--- config.mk ---
export PLATFORM = sky130hd
export DESIGN_NAME = rwsr_cfg
export DESIGN_NICKNAME = d
export VERILOG_FILES = /design/src/design/rwsr_pkg.sv /design/src/design/rwsr_cfg.sv
export SDC_FILE = /design/constraint.sdc
export NUM_CORES = 1
export LEC_CHECK = 0
export ABC_CLOCK_PERIOD_IN_PS = 3300
export BUFFER_PORTS_ARGS = -buffer_cell sky130_fd_sc_hd__buf_2
export CORE_AREA = 2 2 109 111
export CTS_BUF_LIST = sky130_fd_sc_hd__clkbuf_8 sky130_fd_sc_hd__clkbuf_16
export CTS_CLUSTER_SIZE = 10
export DETAILED_ROUTE_END_ITERATION = 7
export DIE_AREA = 0 0 111 113
export PLACE_DENSITY_LB_ADDON = 0.3
export SKIP_LAST_GASP = 1
export SLEW_MARGIN = 40
export SYNTH_ARGS = -nofsm -noshare
export SYNTH_HDL_FRONTEND = slang
export SYNTH_SLANG_ARGS = --single-unit
--- constraint.sdc ---
create_clock -name clk -period 3.3 [get_ports clk]
set_input_delay 0.99 -clock clk [delete_from_list [all_inputs] [get_ports clk]]
set_output_delay 0.99 -clock clk [all_outputs]
set_load 0.01 [all_outputs]
--- src/design/rwsr_pkg.sv ---
// Shared types, constants and register codes of the roll waveform span renderer.
// Used by rwsr_cfg, rwsr_line and the top module; depends on nothing.
`timescale 1ns / 1ps

package rwsr_pkg;

	localparam int RWSR_RING_DEPTH_DEF = 512;
	localparam int RWSR_ADDR_W         = 5;
	localparam int RWSR_DATA_W         = 32;
	localparam int RWSR_SAMPLE_W       = 16;
	localparam int RWSR_COL_W          = 9;
	localparam int RWSR_ROW_W          = 9;
	localparam int RWSR_X_W            = 10;
	localparam int RWSR_COLOR_W        = 16;
	localparam int RWSR_PROD_W         = 24;

	localparam logic [RWSR_SAMPLE_W-1:0] RWSR_SIGN_FLIP  = 16'h8000;
	localparam logic [16:0]              RWSR_FULL_SCALE = 17'd65535;

	localparam logic FUNC_ADD    = 1'b0;
	localparam logic FUNC_RENDER = 1'b1;

	localparam logic CH_FIRST  = 1'b0;
	localparam logic CH_SECOND = 1'b1;

	localparam logic [8:0]  RST_AREA_WIDTH  = 9'd320;
	localparam logic [7:0]  RST_AREA_HEIGHT = 8'd240;

	typedef enum logic [2:0] {
		REG_LEFT_EDGE,
		REG_TOP_EDGE,
		REG_AREA_WIDTH,
		REG_AREA_HEIGHT,
		REG_FIRST_COLOR,
		REG_SECOND_COLOR,
		REG_FIRST_ENABLE,
		REG_SECOND_ENABLE
	} reg_idx_t;

	typedef enum logic [2:0] {
		ST_IDLE,
		ST_READ_CURR,
		ST_MUL,
		ST_ROW,
		ST_RUN,
		ST_EMIT
	} state_t;

	typedef struct packed {
		logic [8:0]              left_edge;
		logic [7:0]              top_edge;
		logic [8:0]              area_width;
		logic [7:0]              area_height;
		logic [RWSR_COLOR_W-1:0] first_color;
		logic [RWSR_COLOR_W-1:0] second_color;
		logic                    first_enable;
		logic                    second_enable;
	} cfg_t;

	typedef struct packed {
		logic mul;
		logic row;
		logic run;
	} line_ctl_t;

	typedef struct packed {
		logic [RWSR_ROW_W-1:0] y0;
		logic [RWSR_ROW_W-1:0] y1;
		logic [RWSR_ROW_W-1:0] y2;
		logic [RWSR_ROW_W-1:0] y3;
	} run_t;

endpackage

--- src/design/rwsr_cfg.sv ---
// APB-style configuration registers of the span renderer.
// Depends on rwsr_pkg for the register codes and the cfg_t bundle.
`timescale 1ns / 1ps

module rwsr_cfg (
	input  logic                                 clk,
	input  logic                                 arst_n,
	input  logic                                 psel,
	input  logic                                 penable,
	input  logic                                 pwrite,
	input  logic [rwsr_pkg::RWSR_ADDR_W-1:0]     paddr,
	input  logic [rwsr_pkg::RWSR_DATA_W-1:0]     pwdata,
	output logic [rwsr_pkg::RWSR_DATA_W-1:0]     prdata,
	output logic                                 pready,
	output rwsr_pkg::cfg_t                       cfg
);

	import rwsr_pkg::*;

	cfg_t     cfg_q;
	reg_idx_t idx;
	logic     wr_en;

	assign pready = 1'b1;
	assign idx    = reg_idx_t'(paddr[RWSR_ADDR_W-1:2]);
	assign wr_en  = psel & penable & pwrite & pready;

	always_ff @(posedge clk or negedge arst_n) begin
		if (!arst_n) begin
			cfg_q.left_edge     <= '0;
			cfg_q.top_edge      <= '0;
			cfg_q.area_width    <= RST_AREA_WIDTH;
			cfg_q.area_height   <= RST_AREA_HEIGHT;
			cfg_q.first_color   <= '0;
			cfg_q.second_color  <= '0;
			cfg_q.first_enable  <= 1'b1;
			cfg_q.second_enable <= 1'b1;
		end else if (wr_en) begin
			case (idx)
				REG_LEFT_EDGE:     cfg_q.left_edge     <= pwdata[8:0];
				REG_TOP_EDGE:      cfg_q.top_edge      <= pwdata[7:0];
				REG_AREA_WIDTH:    cfg_q.area_width    <= pwdata[8:0];
				REG_AREA_HEIGHT:   cfg_q.area_height   <= pwdata[7:0];
				REG_FIRST_COLOR:   cfg_q.first_color   <= pwdata[RWSR_COLOR_W-1:0];
				REG_SECOND_COLOR:  cfg_q.second_color  <= pwdata[RWSR_COLOR_W-1:0];
				REG_FIRST_ENABLE:  cfg_q.first_enable  <= pwdata[0];
				REG_SECOND_ENABLE: cfg_q.second_enable <= pwdata[0];
				default: ;
			endcase
		end
	end

	always_comb begin
		prdata = '0;
		case (idx)
			REG_LEFT_EDGE:     prdata = RWSR_DATA_W'(cfg_q.left_edge);
			REG_TOP_EDGE:      prdata = RWSR_DATA_W'(cfg_q.top_edge);
			REG_AREA_WIDTH:    prdata = RWSR_DATA_W'(cfg_q.area_width);
			REG_AREA_HEIGHT:   prdata = RWSR_DATA_W'(cfg_q.area_height);
			REG_FIRST_COLOR:   prdata = RWSR_DATA_W'(cfg_q.first_color);
			REG_SECOND_COLOR:  prdata = RWSR_DATA_W'(cfg_q.second_color);
			REG_FIRST_ENABLE:  prdata = RWSR_DATA_W'(cfg_q.first_enable);
			REG_SECOND_ENABLE: prdata = RWSR_DATA_W'(cfg_q.second_enable);
			default:           prdata = '0;
		endcase
	end

	assign cfg = cfg_q;

endmodule

# Word-level counts from Yosys, hierarchy flattened
# Index checks and enable logic that the tools add are counted.
dict set report classes {
  reduce_logical 9
  n_bitwise 2
  eq_ne 7
  mux 1
}
# cell count
set ops {}
lappend ops {{32-bit one-hot mux with 8 select lines} 1}
lappend ops {{2-bit AND reduction} 8}
lappend ops {{3-bit equality test, second input constant} 4}
lappend ops {{3-bit by 2-bit equality test with 1-bit output, second input constant} 2}
lappend ops {{3-bit by 1-bit equality test with 1-bit output, second input constant} 1}
lappend ops {{3-bit zero test} 1}
lappend ops {{1-bit AND} 2}
dict set report word_totals {
  wordCells 27
  input_bits 42
  out_inout_bits 101
  ff_bits 68
}

# Depth between registers and ports, before layout
# Gate-level depths: netlist (run 1).
dict set report logic_depth {
  word_depth 3
  ltp_mapped 6
  ltp_nobuf 4
}

# Least setup slack after synthesis (run 1)
# No wires, ideal clock.
dict set report synth_timing {
  kind {in2out}
  startpoint {input paddr[3] (netlist bit)}
  endpoint {output prdata[1] (netlist bit)}
  arrival_ps 1975
  path_buffers 2
  required_ps 2310
  path_slack_ps 335
  path_stages 6
  cell_sequence {buf_2 > buf_2 > nor2_1 > o2bb2ai_1 > a21oi_1 > o21ai_0}
}
dict set report synth_between {
  elab_chain_cells 2
  word_cells_on_any_way 9
  classes_between {7 x eq/ne; 1 x mux; 1 x reduce/logical}
}
# element line_no
set synth_lines {}
lappend synth_lines {{start: declaration} rwsr_cfg.sv:11} ;# input logic [rwsr_pkg::RWSR_ADDR_W-1:0] paddr,
lappend synth_lines {{3-bit equality test (tied with other cells)} rwsr_cfg.sv:55} ;# case (idx)
lappend synth_lines {{32-bit one-hot mux with 8 select lines (*)} rwsr_cfg.sv:55}
lappend synth_lines {{end: declaration} rwsr_cfg.sv:13} ;# output logic [rwsr_pkg::RWSR_DATA_W-1:0] prdata,
# Every way passes the cells marked *; elsewhere a longest branch is shown, timed or not. The select of a mux whose other input is x is not followed.

# Worst setup path after layout (run 1)
dict set report layout_timing {
  startpoint {input paddr[4] (netlist bit)}
  endpoint {output prdata[6] (netlist bit)}
}
# The elaborated chain is that of the path after synthesis.

==> impl_results.md, run 1 <==
* Status: completed
* Crit. Startpoint: paddr[4]
* # port buffers at 107
* Core area at 0.0113 mm²
* Grt total ovfl at 0
* Setup violators final at 0
* Most common cell after layout, fill and taps aside: buf_2
* Final slew viol count at 0
* Top delay family on crit path: compound AO/OA/AOI/OAI gates
* Vias in the first global route at 2515
* Largest net degree at the start of global routing at 36
* Final Hold Vio Count at 0
* Cell Chain, Critical Path: buf_2, or2_1, o2bb2ai_1, a21oi_1, o21ai_0, buf_2
* Max-Cap Viols at 0
* Max reg flops at 68
* Post-Syn Area per Cell at 12.6 µm²
* Slowest CP cell: or2_1
* Net Switching at 771 µW
* Int Pwr at 1.93 mW
* Sequential Power Share at 0.424
* Area post-placement at 0.00403 mm²
* Hold Crit Class: flip-flop to flip-flop
* Pwr Density at 624 mW/mm²
* Worst path buffer plus inverter count at 2
* CP Class: input pin to output port
* Filler cells at 1119
* Met2 Use GR at 0.225
* # IOs at 143
* DRC violations left at 0
* Clock Latency Late Sink at 0.32 ns
* Max stage delay on crit path at 0.36 ns
* Final core utilization at 0.384
* Commonest cells after routing, fill and taps aside: buf_2 (106), dfrtp_1 (60), mux2_2 (56)
* Die ar. at 0.0125 mm²
* Clock Power Share at 0.341
* Clock slew at reported path FFs at 0.05 ns
* Gpl congestion at 0.724
* Setup crit end kind: output port
* Switching Share at 0.286
* Starting Density at 0.296
* # H-tree levels at 3
* DRT Pass-1 Iters at 4
* Met3 GRT Util at 0.0418
* Synth Instances at 265
* CTS root buffer: clkbuf_16
* Synthesis-to-finish area growth at 29.9%
* Yosys reg bits at 68
* Nets at 423
* # rows at 39
* N_diodes at 0
* DP Wirelength at 6310 µm
* CTS sink cnt at 68
* Global Route Usage Sum at 0.144
* Worst Hold Launch: cfg[11]
* Finished Cell Area at 0.00433 mm²
* Via-per-instance ratio at 4.67
* GRT Max-Usage Layer: met2
* Detailed-route wire length per cell at 16.6 µm
* Num CTS Buffers at 9
* Critical Path AT at 2.20 ns
* CTS tree: yes
* Max IR drop VDD at 0.243 mV
* DRT iter0 DRCs at 100
* Slew @ Worst Pin at 0.726 ns
* Global-route wire length before repair at 14000 µm
* Async set or reset register ratio after synthesis at 1.00
* LEAKAGE at 2.21 nW
* Fmax at 313 MHz
* Relative slew slack at 0.516
* Critical Path Start Type: input pin
* Antenna Nets Post-Route at 0
* Vias at 2470
* Share of post-route cells with drive strength above 1 at 0.547
* Initial antenna violation count at 0
* Synth Cell Area at 0.00333 mm²
* WL final at 8760 µm
* Design Power at 2.70 mW
* Final period util at 0.968
* Critical Path RT at 2.31 ns
* RSZ-0062 raised after global routing: no
* Setup TNS at 0 ns
* Fin Clk Skew at 0 ns
* Combinational cell fraction of total power at 0.235
* Setup Fix Bufs, Post-CTS at 0
* Die Y at 113 µm
* Number of flops mapped to enable cells by yosys at 0
* Bufs on Longest Clock Path at 2
* Die X-Extent at 111 µm
* Final min period at 3.19 ns
* Distinct cells, synth at 33
* Main synth FF type: dfrtp_1
* Synth warn at 0
* Reg2reg start: cfg[50]
* Critical path's most frequent cell: buf_2
* Cts hold-fix bufs at 0
* WHS at 0.523 ns
* Critical path fanouts, max at 7
* Met1 GRT Util at 0.195
* Sequential share of the synthesized area at 0.514
power groups by stage:
stage / clock (mW) / sequential, mW / combinational [mW]
after detailed placement: 0 / 1.16 / 0.642
after CTS: 0.946 / 1.15 / 0.644
after global routing: 0.987 / 1.17 / 0.694
final: 0.922 / 1.15 / 0.634
after global placement: 0 / 1.15 / 0.631
after floorplan: 0 / 1.21 / 0.293
routing by layer:
metal | part of all wire | vias to the layer above
met4 | 0.013 | 0
met5 | 0 | -
li1 | - | 1139
met1 | 0.47 | 1227
met3 | 0.058 | 12
met2 | 0.46 | 92
layout make-up:
cell class,instances,area (µm²),share of cell area
clock inverter,6,50.0,0.0116
sequential,68,1710,0.396
multi-input combinational,181,1480,0.342
inverter,1,3.75,0.000868
tap,143,179,0.0414
timing repair buffer,120,664,0.154
clock buffer,10,239,0.0552
what timing repair did:
action                     CTS  global route
resized for setup            0             2
setup endpoints to repair    0             2
hold endpoints to repair     0             0
worst paths after layout:
check,endpoint,slack (ns),depth (start not counted)
min in group asynchronous,cfg[43],0.61,1
min,cfg[11],0.52,1
min reg2reg,cfg[11],0.52,1
max reg2reg,cfg[50],2.48,2
max,prdata[6],0.11,6
max in group asynchronous,cfg[39],2.06,2
Yosys cell counts (all sizes together), types with 2 or more instances:
cell / n / area (µm²)
mux2i: 18 / 180
clkbuf: 5 / 18.8
a211oi: 4 / 30.0
nor3: 3 / 15.0
nor2b: 5 / 31.3
conb: 2 / 7.51
dfrtp: 60 / 1500
nand2: 3 / 11.3
mux2: 67 / 788
buf: 25 / 178
or2: 2 / 12.5
nor2: 24 / 103
o21ai: 7 / 35.0
a21oi: 12 / 60.1
nand2b: 4 / 25.0
o2bb2ai: 3 / 26.3
a22o: 3 / 26.3
nand4b: 2 / 17.5
dfstp: 8 / 210
cells by family (layout without fill, tap and decap cells):
kind of cell / Yosys count / in the layout / share of synthesized area
multiplexers: 85 / 85 / 0.291
flip-flops: 68 / 68 / 0.514
AND/OR/NAND/NOR: 45 / 45 / 0.0687
AO/OA/AOI/OAI: 34 / 34 / 0.0646
buffers and inverters: 31 / 137 / 0.0601
other: 2 / 17 / 0.00225
worst register-to-register path, cell delays in order, from the launching register on:
cell and delay [ns]:
dfstp_2 0.53, inv_1 0.05, o21ai_0 0.17
metrics by stage:
step	worst slack, ns	instances
2_1_floorplan	0.335	280
3_3_place_gp	0.0445	513
3_5_place_dp	0.0356	513
4_1_cts	0.0227	529
5_1_grt	0.00968	529
6_report	0.106	529
Power figures use the tool's default switching activity.
==> inputs of run 2 (changes only) <==
--- a/config.mk
+++ b/config.mk
@@ -8,7 +8,6 @@
 export ABC_CLOCK_PERIOD_IN_PS = 3300
 export BUFFER_PORTS_ARGS = -buffer_cell sky130_fd_sc_hd__buf_2
 export CORE_AREA = 2 2 109 111
-export CTS_BUF_LIST = sky130_fd_sc_hd__clkbuf_8 sky130_fd_sc_hd__clkbuf_16
 export CTS_CLUSTER_SIZE = 10
 export DETAILED_ROUTE_END_ITERATION = 7
 export DIE_AREA = 0 0 111 113
==> run 2 against run 1 <==
First-iteration DRC count grew 3.0%. Critical path type unchanged. Combinational power is essentially flat. Wire length shrank 0.19%. Via count is essentially flat. Largest cell class unchanged. Final area is the same. Setup slack is essentially flat. Core utilization is the same. Global-route usage is the same. Flip-flop and latch count is the same. Power grew 0.42%. Sequential share of layout area is the same.
==> impl_results.md, run 2 (same netlist as run 1, synthesis figures left out) <==
* CTS sink cnt at 68 (unchanged)
* Hold Path Depth at 1 (unchanged)
* DRT Pass-1 Iters at 4 (unchanged)
* Final min period at 3.19 ns (about the same)
* Design Power at 2.71 mW (was 2.70 mW)
* Fmax at 313 MHz (about the same)
* CP Class: input pin to output port (unchanged)
* Die X-Extent at 111 µm (unchanged)
* Clock Latency Late Sink at 0.32 ns (about the same)
* Critical path's most frequent cell: buf_2 (unchanged)
* Vias in the first global route at 2515 (unchanged)
* Gpl congestion at 0.724 (unchanged)
* Critical Path Start Type: input pin (unchanged)
* Synthesis-to-finish area growth at 29.9% (unchanged)
* Global Route Usage Sum at 0.144 (unchanged)
* RSZ-0062 raised after global routing: no (unchanged)
* Hold Crit Class: flip-flop to flip-flop (unchanged)
* Pwr Density at 627 mW/mm² (was 624 mW/mm²)
* Final period util at 0.968 (about the same)
* Global-route wire length before repair at 14000 µm (unchanged)
* Critical Path RT at 2.31 ns (about the same)
* Setup violators final at 0 (unchanged)
* CTS root buffer: clkbuf_16 (unchanged)
* Clock slew at reported path FFs at 0.05 ns (about the same)
* # rows at 39 (unchanged)
* # IOs at 143 (unchanged)
* Max reg flops at 68 (unchanged)
* Starting Density at 0.296 (unchanged)
* Slowest CP cell: or2_1 (unchanged)
* N_diodes at 0 (unchanged)
* Die Y at 113 µm (unchanged)
* Critical Path AT at 2.20 ns (about the same)
* Cell Chain, Critical Path: buf_2, or2_1, o2bb2ai_1, a21oi_1, o21ai_0, buf_2 (unchanged)
* Core area at 0.0113 mm² (unchanged)
* Max IR drop VDD at 0.243 mV (about the same)
* Nets at 423 (unchanged)
* # H-tree levels at 3 (unchanged)
* Slew @ Worst Pin at 0.724 ns (was 0.726 ns)
* Critical path fanouts, max at 7 (unchanged)
* Most common cell after layout, fill and taps aside: buf_2 (unchanged)
* # port buffers at 107 (unchanged)
* Final Hold Vio Count at 0 (unchanged)
* WL final at 8750 µm (was 8760 µm)
* Die ar. at 0.0125 mm² (unchanged)
* Max-Cap Viols at 0 (unchanged)
* Worst-case reg-to-reg path depth at 2 (unchanged)
* Max stage delay on crit path at 0.36 ns (about the same)
* LEAKAGE at 2.19 nW (was 2.21 nW)
* Vias at 2468 (was 2470)
* Status: completed (unchanged)
* Fin Clk Skew at 0 ns (unchanged)
* Antenna Nets Post-Route at 0 (unchanged)
* Final slew viol count at 0 (unchanged)
* Setup TNS at 0 ns (unchanged)
* DP Wirelength at 6310 µm (unchanged)
* Initial antenna violation count at 0 (unchanged)
* Share of post-route cells with drive strength above 1 at 0.547 (unchanged)
* Largest net degree at the start of global routing at 36 (unchanged)
* Commonest cells after routing, fill and taps aside: buf_2 (106), dfrtp_1 (60), mux2_2 (56) (unchanged)
* Via-per-instance ratio at 4.67 (about the same)
* DRC violations left at 0 (unchanged)
* Num CTS Buffers at 9 (unchanged)
* Filler cells at 1119 (unchanged)
* Setup Fix Bufs, Post-CTS at 0 (unchanged)
* Grt total ovfl at 0 (unchanged)
* Relative slew slack at 0.517 (was 0.516)
* Detailed-route wire length per cell at 16.5 µm (was 16.6 µm)
* Bufs on Longest Clock Path at 2 (unchanged)
* CTS tree: yes (unchanged)
* Setup crit end kind: output port (unchanged)
* DRT iter0 DRCs at 103 (was 100)
-- run 2: cell type report --
class	count	area [µm²]	share of cell area
clock inverter	2	35.0	0.00810
inverter	1	3.75	0.000868
tap	143	179	0.0414
multi-input combinational	181	1480	0.342
timing repair buffer	120	664	0.154
clock buffer	14	254	0.0587
sequential	68	1710	0.396
-- run 2: report_power, final --
part,leakage [nW],internal [mW],switching [mW]
Clock,0.141,0.605,0.328
Combinational,1.20,0.323,0.311
Sequential,0.851,1.01,0.131
-- run 2: path summary, 6_finish.rpt --
kind | startpoint | slack (ns) | endpoint
worst max-delay path | paddr[4] | 0.11 | prdata[6]
worst max register to register | cfg[50] | 2.48 | cfg[50]
max in group asynchronous | arst_n | 2.06 | cfg[39]
min in group asynchronous | arst_n | 0.61 | cfg[43]
worst min register to register | cfg[11] | 0.52 | cfg[11]
worst min-delay path | cfg[11] | 0.52 | cfg[11]
-- run 2: per-stage QoR --
stage | util | hold slack [ns] | setup slack [ns] | cell area (µm²) | std cells
2_1_floorplan | - | 0.509 | 0.335 | 3390 | 280
3_3_place_gp | 0.357 | 0.504 | 0.0445 | 4030 | 513
3_5_place_dp | 0.357 | 0.517 | 0.0356 | 4030 | 513
4_1_cts | 0.383 | 0.528 | 0.0227 | 4320 | 529
5_1_grt | 0.384 | 0.553 | 0.00968 | 4330 | 529
6_report | 0.384 | 0.523 | 0.106 | 4330 | 529
-- run 2: timing repair --
action,CTS,global route
endpoints found under the setup margin,0,2
hold buffers,0,0
gates resized for setup,0,2
-- run 2: metal layers --
metal	part of all wire	track usage	vias to the layer above	wire (µm)
met4	0.013	0.0433	0	110
li1	-	-	1138	-
met2	0.46	0.225	92	4040
met1	0.47	0.195	1226	4080
met5	0	0	-	0
met3	0.058	0.0418	12	511
-- run 2: critical path, delay by kind of cell --
family	cells	cell delay, ns
AOI/OAI and AO/OA	3	0.52
buffers and inverters	2	0.34
and+or+nand+nor	1	0.36
