--- src/design/rwsr_pkg.sv ---
// Shared types, constants and register codes of the roll waveform span renderer.
// Used by rwsr_cfg, rwsr_line and the top module; depends on nothing.
`timescale 1ns / 1ps

package rwsr_pkg;

	localparam int RWSR_RING_DEPTH_DEF = 512;
	localparam int RWSR_ADDR_W         = 5;
	localparam int RWSR_DATA_W         = 32;
	localparam int RWSR_SAMPLE_W       = 16;
	localparam int RWSR_COL_W          = 9;
	localparam int RWSR_ROW_W          = 9;
	localparam int RWSR_X_W            = 10;
	localparam int RWSR_COLOR_W        = 16;
	localparam int RWSR_PROD_W         = 24;

	localparam logic [RWSR_SAMPLE_W-1:0] RWSR_SIGN_FLIP  = 16'h8000;
	localparam logic [16:0]              RWSR_FULL_SCALE = 17'd65535;

	localparam logic FUNC_ADD    = 1'b0;
	localparam logic FUNC_RENDER = 1'b1;

	localparam logic CH_FIRST  = 1'b0;
	localparam logic CH_SECOND = 1'b1;

	localparam logic [8:0]  RST_AREA_WIDTH  = 9'd320;
	localparam logic [7:0]  RST_AREA_HEIGHT = 8'd240;

	typedef enum logic [2:0] {
		REG_LEFT_EDGE,
		REG_TOP_EDGE,
		REG_AREA_WIDTH,
		REG_AREA_HEIGHT,
		REG_FIRST_COLOR,
		REG_SECOND_COLOR,
		REG_FIRST_ENABLE,
		REG_SECOND_ENABLE
	} reg_idx_t;

	typedef enum logic [2:0] {
		ST_IDLE,
		ST_READ_CURR,
		ST_MUL,
		ST_ROW,
		ST_RUN,
		ST_EMIT
	} state_t;

	typedef struct packed {
		logic [8:0]              left_edge;
		logic [7:0]              top_edge;
		logic [8:0]              area_width;
		logic [7:0]              area_height;
		logic [RWSR_COLOR_W-1:0] first_color;
		logic [RWSR_COLOR_W-1:0] second_color;
		logic                    first_enable;
		logic                    second_enable;
	} cfg_t;

	typedef struct packed {
		logic mul;
		logic row;
		logic run;
	} line_ctl_t;

	typedef struct packed {
		logic [RWSR_ROW_W-1:0] y0;
		logic [RWSR_ROW_W-1:0] y1;
		logic [RWSR_ROW_W-1:0] y2;
		logic [RWSR_ROW_W-1:0] y3;
	} run_t;

endpackage

--- src/design/rwsr_line.sv ---
// One channel of the renderer: scales a sample pair to rows and splits the
// two-column line into its vertical runs. Depends on rwsr_pkg.
`timescale 1ns / 1ps

module rwsr_line (
	input  logic                                clk,
	input  rwsr_pkg::line_ctl_t                 ctl,
	input  logic [7:0]                          area_height,
	input  logic [7:0]                          top_edge,
	input  logic [rwsr_pkg::RWSR_SAMPLE_W-1:0]  prev_sample,
	input  logic [rwsr_pkg::RWSR_SAMPLE_W-1:0]  curr_sample,
	output rwsr_pkg::run_t                      runs
);

	import rwsr_pkg::*;

	logic [7:0]             h1;
	logic [RWSR_PROD_W-1:0] p_prev_s1, p_curr_s1;
	logic [RWSR_ROW_W-1:0]  ya_s2, yb_s2;
	run_t                   runs_s3;
	logic [RWSR_ROW_W-1:0]  dy, half, r1, r2;
	logic                   up;

	// row = top + h1 - floor(p / 65535), p below 2^24
	function automatic logic [RWSR_ROW_W-1:0] row_of(
		input logic [RWSR_PROD_W-1:0] p,
		input logic [7:0]             top,
		input logic [7:0]             hm1
	);
		logic [7:0]  q0;
		logic [16:0] rem;
		logic [8:0]  q;
		q0     = p[RWSR_PROD_W-1:16];
		rem    = {1'b0, p[15:0]} + {9'b0, q0};
		q      = {1'b0, q0} + {8'b0, (rem >= RWSR_FULL_SCALE)};
		row_of = {1'b0, top} + {1'b0, hm1} - q;
	endfunction

	assign h1 = area_height - 8'd1;

	always_ff @(posedge clk) begin
		if (ctl.mul) begin
			p_prev_s1 <= {8'b0, prev_sample ^ RWSR_SIGN_FLIP} * {16'b0, h1};
			p_curr_s1 <= {8'b0, curr_sample ^ RWSR_SIGN_FLIP} * {16'b0, h1};
		end
		if (ctl.row) begin
			ya_s2 <= row_of(p_prev_s1, top_edge, h1);
			yb_s2 <= row_of(p_curr_s1, top_edge, h1);
		end
		if (ctl.run) begin
			runs_s3.y0 <= ya_s2;
			runs_s3.y1 <= r1;
			runs_s3.y2 <= r2;
			runs_s3.y3 <= yb_s2;
		end
	end

	// split the climb at its midpoint, the second run opens one row past it (same row when flat)
	always_comb begin
		up   = yb_s2 > ya_s2;
		dy   = up ? (yb_s2 - ya_s2) : (ya_s2 - yb_s2);
		half = dy >> 1;
		if (up) begin
			r1 = ya_s2 + half;
			r2 = ya_s2 + half + RWSR_ROW_W'(1);
		end else if (dy == '0) begin
			r1 = ya_s2;
			r2 = ya_s2;
		end else begin
			r1 = ya_s2 - half;
			r2 = ya_s2 - half - RWSR_ROW_W'(1);
		end
	end

	assign runs = runs_s3;

endmodule

--- config.mk ---
export PLATFORM = sky130hd
export DESIGN_NAME = rwsr_line
export DESIGN_NICKNAME = d
export VERILOG_FILES = /design/src/design/rwsr_pkg.sv /design/src/design/rwsr_line.sv
export SDC_FILE = /design/constraint.sdc
export NUM_CORES = 1
export LEC_CHECK = 0
export ABC_AREA = 1
export BUFFER_PORTS_ARGS = -buffer_cell sky130_fd_sc_hd__buf_2
export CAP_MARGIN = 15
export CORE_UTILIZATION = 30
export DETAILED_ROUTE_END_ITERATION = 7
export PLACE_DENSITY_LB_ADDON = 0.15
export SETUP_SLACK_MARGIN = 0.05
export SLEW_MARGIN = 20
export SYNTH_ARGS = -nofsm -noshare
export SYNTH_HDL_FRONTEND = slang
export SYNTH_SLANG_ARGS = --single-unit
export TNS_END_PERCENT = 20
--- constraint.sdc ---
create_clock -name clk -period 6.2 [get_ports clk]
set_input_delay 1.24 -clock clk [delete_from_list [all_inputs] [get_ports clk]]
set_output_delay 1.24 -clock clk [all_outputs]
set_load 0.005 [all_outputs]
# Yosys cells after proc, flatten, opt, wreduce, memory -nomap -nowiden
# Index checks and enable logic that the tools add are counted.
[op_classes]
mux = 5
add_sub_neg = 14
mul = 2
order_cmp = 3
n_bitwise = 2
reduce_logical = 1
[op_table]
columns = ["cell", "n"]
rows = [
  ["multiplier 16 x 8 -> 24 bit", 2],
  ["2-to-1 mux 9 bit", 5],
  ["subtractor 9 bit", 4],
  ["adder 16 x 8 -> 17 bit", 2],
  [">= comparator 17 x 16 -> 1 bit, second input constant", 2],
  ["adder 8 x 1 -> 9 bit", 2],
  ["adder 8 x 8 -> 9 bit", 1],
  ["adder 9 x 1 -> 9 bit, second input constant", 1],
  ["adder 9 x 8 -> 9 bit", 1],
  ["> comparator 9 bit", 1],
  ["zero test 9 bit", 1],
  ["subtractor 9 x 1 -> 9 bit, second input constant", 1],
  ["subtractor 9 x 8 -> 9 bit", 1],
  ["subtractor 8 x 1 -> 8 bit, second input constant", 1],
  ["inverter 1 bit", 2],
]
[totals]
word_cells = 35
reg_bits = 102

# Logic depth before layout (Yosys ltp)
# Gate-level depths: netlist of run 1.
[logic_depth]
word_depth = 6
mapped_depth = 31
ltp_nobuf = 29

# Worst setup path after synthesis of run 1
# OpenSTA, ideal clock, no wires.
[synth_timing]
path_kind = "input to register"
start = "input area_height[0]"
end = "register p_prev_s1[19], data pin"
setup_slack_ns = -0.232
n_path_buf = 2
arrival_ns = 6.167
stages = 25
path_cell_list = "inv_2 > clkbuf_1 > ha_1 > nand2_1 > nor3_1 > nand2_1 > nand2_1 > clkbuf_1 > inv_1 > nand2_1 > fa_1 > fa_1 > inv_1 > fa_1 > inv_1 > fa_1 > inv_1 > ha_1 > nand2_1 > nor2_1 > a21oi_1 > o21ai_0 > a21oi_1 > o21ai_0 > xor2_1"
[synth_between]
elab_chain_cells = 2
[synth_rtl]
columns = ["element", "line_no", "rtl"]
rows = [
  ["start: declaration", "rwsr_line.sv:8", "input logic [7:0] area_height,"],
  ["subtractor 8 x 1 -> 8 bit", "rwsr_line.sv:39", "assign h1 = area_height - 8'd1;"],
  ["multiplier 16 x 8 -> 24 bit", "rwsr_line.sv:43", "p_prev_s1 <= {8'b0, prev_sample ^ RWSR_SIGN_FLIP} * {16'b0, h1};"],
  ["end signal: assignment", "rwsr_line.sv:43", ""],
  ["end: declaration", "rwsr_line.sv:18", "logic [RWSR_PROD_W-1:0] p_prev_s1, p_curr_s1;"],
]
# Every way passes these cells.
# A chain may end at the register's enable or synchronous reset.

# Worst setup path after layout of run 1
[layout_timing]
start = "input area_height[0]"
end = "register p_prev_s1[20], data pin"
# The elaborated chain is that of the path after synthesis.

==> results of run 1 <==
## timing repair
action                     in CTS  in global routing
hold endpoints to repair        0                  0
setup buffers                   0                  1
hold buffers                    0                  0
setup endpoints to repair       0                 22
gates resized for setup         0                 41
## cells by family (layout without fill, tap and decap cells)
logic type / count (synthesis) / in the layout
xor gates and xnor gates: 90 / 90
buffers and inverters: 440 / 646
and+or+nand+nor: 785 / 785
AOI/OAI and AO/OA: 158 / 158
adders and majority gates: 351 / 351
DFF: 102 / 102
## through the flow
stage	worst slack [ns]	setup TNS [ns]	instance area (µm²)	hold WS (ns)	util (%)
after global placement	-0.242	-1.80	17600	0.521	34.9
after global routing	0.00531	0	18000	0.556	35.8
after floorplan	-0.0426	-0.0426	15400	0.431	-
after CTS	0.0815	0	17900	0.548	35.4
after detailed placement	-0.304	-2.76	17600	0.530	34.9
final	0.378	0	18000	0.532	35.8
## sequential cells by signal, summed over array words and instances (netlist names)
name       flops
p_curr_s1     24
runs          36
yb_s2          9
ya_s2          9
p_prev_s1     24
## area by class of cell
class                           count  area (µm²)  area share [%]
Timing Repair Buffer              224        1510            8.39
Tap cell                          672         841            4.66
Sequential cell                   102        3060            17.0
Multi-Input combinational cell   1384       10800            59.9
Clock inverter                      7        66.3           0.368
Inverter                          406        1520            8.45
Clock buffer                        9         225            1.25
## worst reg2reg max path: cells and delay by family (launching register included)
family	cells	cell delay (ns)
buffers and inverters	5	0.87
XOR/XNOR	1	0.28
flip-flops	1	0.62
adder cells (fa/ha/maj)	2	0.77
AND/OR/NAND/NOR	14	1.71
## per-layer routing
metal  global-route usage, %  part of all wire (%)
met1                    21.8                    49
met2                    26.9                    46
met3                    1.40                   3.3
met4                    3.63                   1.4
met5                       0                     0
## worst max-delay path by stage
| stage | cells past startpoint | slack (ns) | end |
|---|---|---|---|
| 2_1_floorplan | 25 | -0.04 | p_prev_s1[19] |
| 3_3_place_gp | 28 | -0.24 | p_prev_s1[20] |
| 3_5_place_dp | 28 | -0.30 | p_prev_s1[20] |
| 4_1_cts | 28 | 0.08 | p_prev_s1[20] |
| 5_1_grt | 28 | 0.005 | p_curr_s1[22] |
| 6_report | 28 | 0.38 | p_prev_s1[20] |
## cells in the mapped netlist, types with 4 or more instances
cell / count
buf_1: 4
nor2_1: 254
nor3_1: 12
nand3_1: 69
o21bai_1: 10
edfxtp_1: 102
or2_2: 11
nor4_1: 4
fa_1: 179
a31oi_1: 5
inv_2: 5
buf_4: 4
xnor2_1: 25
inv_1: 401
xor2_1: 65
nand4_1: 28
ha_1: 172
nand2_2: 10
a21oi_1: 86
nand2_1: 385
o211ai_1: 6
o21ai_0: 44
clkbuf_1: 21
## placed cells by master (no fill, tap or decap), drive strengths merged
cell type and n:
a21oi 86, nor2 258, edfxtp 102, o21bai 10, xnor2 25, o21ai 44, nor3 12, a21o 2
nand3b 3, clkinv 4, inv 409, o211a 1, o211ai 6, ha 172, nand4 28, o21a 1
a211oi 2, nand2 396, clkbuf 9, a21boi 1, xor2 65, a31oi 5, fa 179, nand3 72
or2 11, nor4 4, buf 224, nor3b 1
==> summary.txt, run 1 <==
Status
  • Status: completed

Synth
  • Share of the synthesized area in the top cell type: 23.3%
  • Synth warn: 0
  • Area leader, netlist: fa_1
  • Multiplexer share of the synthesized area: 0%
  • Largest cells by area after synthesis: fa_1 23%, edfxtp_1 20%, ha_1 14%, inv_1 9.8%, nand2_1 9.4%
  • Register area share after synthesis: 19.9%
  • Largest family of logic cells by synthesized area: adder cells
  • Post-synth EDFFs: 102
  • Async SR Flop Fraction: 0%
  • Top FF cell, synth: edfxtp_1
  • Synth cell types: 36
  • Post-Syn Area: 15,400 µm²
  • Yosys reg bits: 102
  • Xor/xnor cell area share of the yosys netlist: 5.12%
  • Syn Nets: 2,329
  • Post-Synth Adder-Cell Area: 37.2%
  • Synth Area in Simple Gates: 21.2%
  • Post-Syn Area per Cell: 8.00 µm²
  • Cells after Synth: 1,926
  • Compound-Gate Fraction of Synth Area: 5.56%

Clock tree
  • Clock Path Buffers: 2
  • CTS Sinks: 102
  • Root cell of the clock tree: clkbuf_16
  • H-tree Lvls: 3
  • Clock Latency Late Sink: 0.37 ns
  • CTS tree: yes
  • Clock transition at path regs: 0.07 ns
  • CTS buffer count: 9

Placement
  • # port buffers: 87
  • DP HPWL: 34,800 µm
  • Placed insts: 2,786
  • Final Wtd Congestion: 0.864

Layout
  • Fraction of layout cells with a size suffix above 1: 14.3%
  • Fin cells: 2,804
  • Antenna fix cells: 0
  • P&R area growth vs syn: 17.1%
  • Count of nets after finishing: 2,530
  • Filler Cell Count: 5,315

Floorplan
  • Starting Density: 30.6%
  • I/O pins: 88
  • Die area: 52,300 µm²
  • FP Rows: 82
  • Die Span Y: 229 µm
  • Die Span X: 229 µm
  • Core area: 50,400 µm²

Worst hold path
  • Min-Delay Path Class: register to register
  • HP Start: yb_s2[8]
  • Hold path endpoint: runs[8]
  • Hold Crit Depth: 0

STA
  • RSZ-0062 raised after global routing: yes
  • Post-route minimum period: 5.82 ns
  • Crit share post-route: 93.9%
  • Slew margin rel.: 46.1%
  • Clock Skews: 0.00734 ns
  • F_max: 172 MHz
  • # setup viols final: 0
  • Final hold viol count: 0
  • Worst Max-Slew Pin Slew: 0.808 ns
  • Slew Viols, Final: 0

Setup path
  • Family with the most delay on the worst path: adder cells
  • CP most frequent cell: nand2_1
  • CP max stage delay: 0.55 ns
  • Setup crit start kind: input port
  • Max FO, Critical Path: 5
  • Req. time, crit path: 6.32 ns
  • Worst path slowest cell: fa_1
  • Crit. Startpoint: area_height[0]
  • Reg2reg setup slack: 1.73 ns
  • Setup crit end kind: register
  • R2R Path End: runs[17]
  • R2R cell count: 22
  • Critical path class: input port to register
  • Critical path buffer and inverter count: 6
  • Critical Path AT: 5.95 ns
  • Reg2reg start: ya_s2[1]

Job
  • Number of max-cap violations: 0

Routing
  • Vias per cell: 4.45
  • DRT Pass-1 Iters: 5
  • 1st-iter DRT viols: 509
  • Antenna-violating nets left: 0
  • Final wirelength: 40,200 µm
  • Drt drc: 0
  • Drt wl/cell: 14.3 µm
  • Via count: 12,500

Global route
  • Initial antenna violation count: 0
  • Vias in the first global route: 13,000
  • Total global-route track usage: 15.9%
  • GRT overflow: 0
  • Pin count of the biggest net entering global routing: 49
  • First-pass GRT wire length: 66,700 µm
Power of run 1 is not shown: default switching activity piles up to over one toggle a cycle in this logic, so the estimate is an artifact.
==> run 2: changes to the inputs <==
==> constraint.sdc (replaced) <==
create_clock -name clk -period 6.2 [get_ports clk]
set_input_delay 0.62 -clock clk [delete_from_list [all_inputs] [get_ports clk]]
set_output_delay 0.62 -clock clk [all_outputs]
set_load 0.005 [all_outputs]
==> summary.txt, run 2 (synthesized netlist as in run 1, its figures left out) <==
Placement
  • DP HPWL: 33,600 µm (-3.4%)
  • # port buffers: 87 (unchanged)
  • Final Wtd Congestion: 0.859 (-0.68%)

Clock tree
  • CTS tree: yes
  • H-tree Lvls: 3 (unchanged)
  • Postcts setup bufs: 0 (unchanged)
  • Clock Latency Late Sink: 0.37 ns (about the same)
  • CTS hold repair buffers: 0 (unchanged)
  • Clock Path Buffers: 2 (unchanged)
  • Clock transition at path regs: 0.07 ns (about the same)
  • CTS buffer count: 9 (unchanged)
  • Root cell of the clock tree: clkbuf_16
  • Post-CTS Resized: 0 (unchanged)
  • CTS Sinks: 102 (unchanged)

Setup path
  • Family with the most delay on the worst path: adder cells
  • Req. time, crit path: 6.31 ns (about the same)
  • Cells along the critical path: buf_2 -> nor2_1 -> nand2_1 -> nor3_1 -> nor3b_1 -> or2_2 -> nand2_1 -> buf_4 -> nor2_1 -> fa_1 -> fa_1 -> fa_1 -> inv_1 -> fa_1 -> inv_1 -> ha_1 -> a21oi_1 -> o21ai_0 -> a21oi_1 -> o21ai_0 -> a21oi_1 -> o21ai_0 -> xor2_1
  • Critical path class: input port to register
  • Reg2reg start: ya_s2[7]
  • Worst path slowest cell: fa_1
  • Max FO, Critical Path: 10 (+5)
  • CP max stage delay: 0.55 ns (about the same)
  • Setup crit end kind: register
  • Critical Path AT: 5.64 ns (-0.31 ns)
  • R2R Path End: runs[17]
  • CP most frequent cell: fa_1
  • Reg2reg setup slack: 1.62 ns (-0.11 ns)
  • R2R cell count: 24 (+9.1%)
  • Crit. Startpoint: area_height[2]
  • Setup crit start kind: input port
  • Critical path buffer and inverter count: 4 (-2)

STA
  • # setup viols final: 0 (unchanged)
  • F_max: 181 MHz (+5.3%)
  • RSZ-0062 raised after global routing: no
  • Post-route minimum period: 5.53 ns (-0.291 ns)
  • Worst Max-Slew Pin Slew: 0.813 ns (+0.00444 ns)
  • Final setup TNS: 0 ns (unchanged)
  • Slew Viols, Final: 0 (unchanged)
  • Crit share post-route: 89.2% (-4.7 points)
  • Slew margin rel.: 45.8% (-0.30 points)
  • Final hold viol count: 0 (unchanged)
  • Clock Skews: 0.0107 ns (+0.00341 ns)

Floorplan
  • Die Span X: 229 µm (unchanged)
  • Starting Density: 30.6% (unchanged)
  • I/O pins: 88 (unchanged)
  • Core area: 50,400 µm² (unchanged)
  • Die Span Y: 229 µm (unchanged)
  • Die area: 52,300 µm² (unchanged)
  • FP Rows: 82 (unchanged)

Layout
  • Count of nets after finishing: 2,413 (-4.6%)
  • Register area: 3060 µm² (unchanged)
  • Multi-input logic area: 10,700 µm² (-1.4%)
  • Antenna fix cells: 0 (unchanged)
  • Max reg flops: 36 (unchanged)
  • Fraction of layout cells with a size suffix above 1: 7.70% (-6.6 points)
  • Most frequent cells in the layout: 401 x inv_1, 385 x nand2_1, 254 x nor2_1
  • Commonest non-fill, non-tap cell in the layout: inv_1
  • P&R area growth vs syn: 9.97%
  • Filler Cell Count: 5,394 (+1.5%)

Worst hold path
  • HP Start: yb_s2[5]
  • Min-Delay Path Class: register to register
  • Hold path endpoint: runs[5]
  • Hold Crit Depth: 0 (unchanged)

Routing
  • Antenna-violating nets left: 0 (unchanged)
  • Vias per cell: 4.49 (+1.0%)
  • Drt wl/cell: 14.6 µm (+2.1%)
  • Via count: 12,100 (-3.2%)
  • 1st-iter DRT viols: 541 (+6.3%)
  • Final wirelength: 39,300 µm (-2.2%)
  • Drt drc: 0 (unchanged)
  • DRT Pass-1 Iters: 5 (unchanged)

Global route
  • Total global-route track usage: 15.6% (-0.27 points)
  • Pin count of the biggest net entering global routing: 49 (unchanged)
  • GRT overflow: 0 (unchanged)
  • First-pass GRT wire length: 65,400 µm (-1.9%)
  • Initial antenna violation count: 0 (unchanged)
  • Vias in the first global route: 12,500 (-4.2%)

Status
  • Status: completed

Job
  • Number of max-cap violations: 0 (unchanged)
==> run 2: how the worst max path moves through the flow <==
stage,slack (ns),endpoint,cells past startpoint
3_3_place_gp,0.30,p_prev_s1[23],27
4_1_cts,0.67,p_prev_s1[20],28
5_1_grt,0.22,p_curr_s1[23],23
3_5_place_dp,0.28,p_prev_s1[19],24
6_report,0.67,p_prev_s1[19],23
2_1_floorplan,0.39,p_prev_s1[19],25
==> run 2: final cells by class <==
type                       instances  share of cell area (%)
multi-input combinational       1384                    62.9
timing repair buffer             107                    3.53
clock inverter                     6                   0.229
clock buffer                       9                    1.33
sequential                       102                    18.1
inverter                         406                    9.00
tap                              672                    4.96
==> run 2: through the flow <==
| step | hold slack (ns) | std cells | setup WS, ns | utilization [%] | cell area, µm² |
|---|---|---|---|---|---|
| after detailed placement | 0.529 | 2671 | 0.285 | 33.1 | 16700 |
| after global routing | 0.541 | 2686 | 0.219 | 33.6 | 16900 |
| final | 0.531 | 2686 | 0.668 | 33.6 | 16900 |
| after floorplan | 0.431 | 1926 | 0.388 | - | 15400 |
| after global placement | 0.532 | 2671 | 0.298 | 33.1 | 16700 |
| after CTS | 0.533 | 2686 | 0.673 | 33.6 | 16900 |
==> run 2: metal layers <==
layer | vias to the layer above | global-route usage [%] | wire length [µm]
met5 | - | 0 | 0
met4 | 0 | 3.19 | 457
met3 | 19 | 1.60 | 1170
met2 | 192 | 26.4 | 18100
met1 | 5746 | 21.5 | 19600
li1 | 6114 | - | -
Power of run 2 is left out for the same reason.
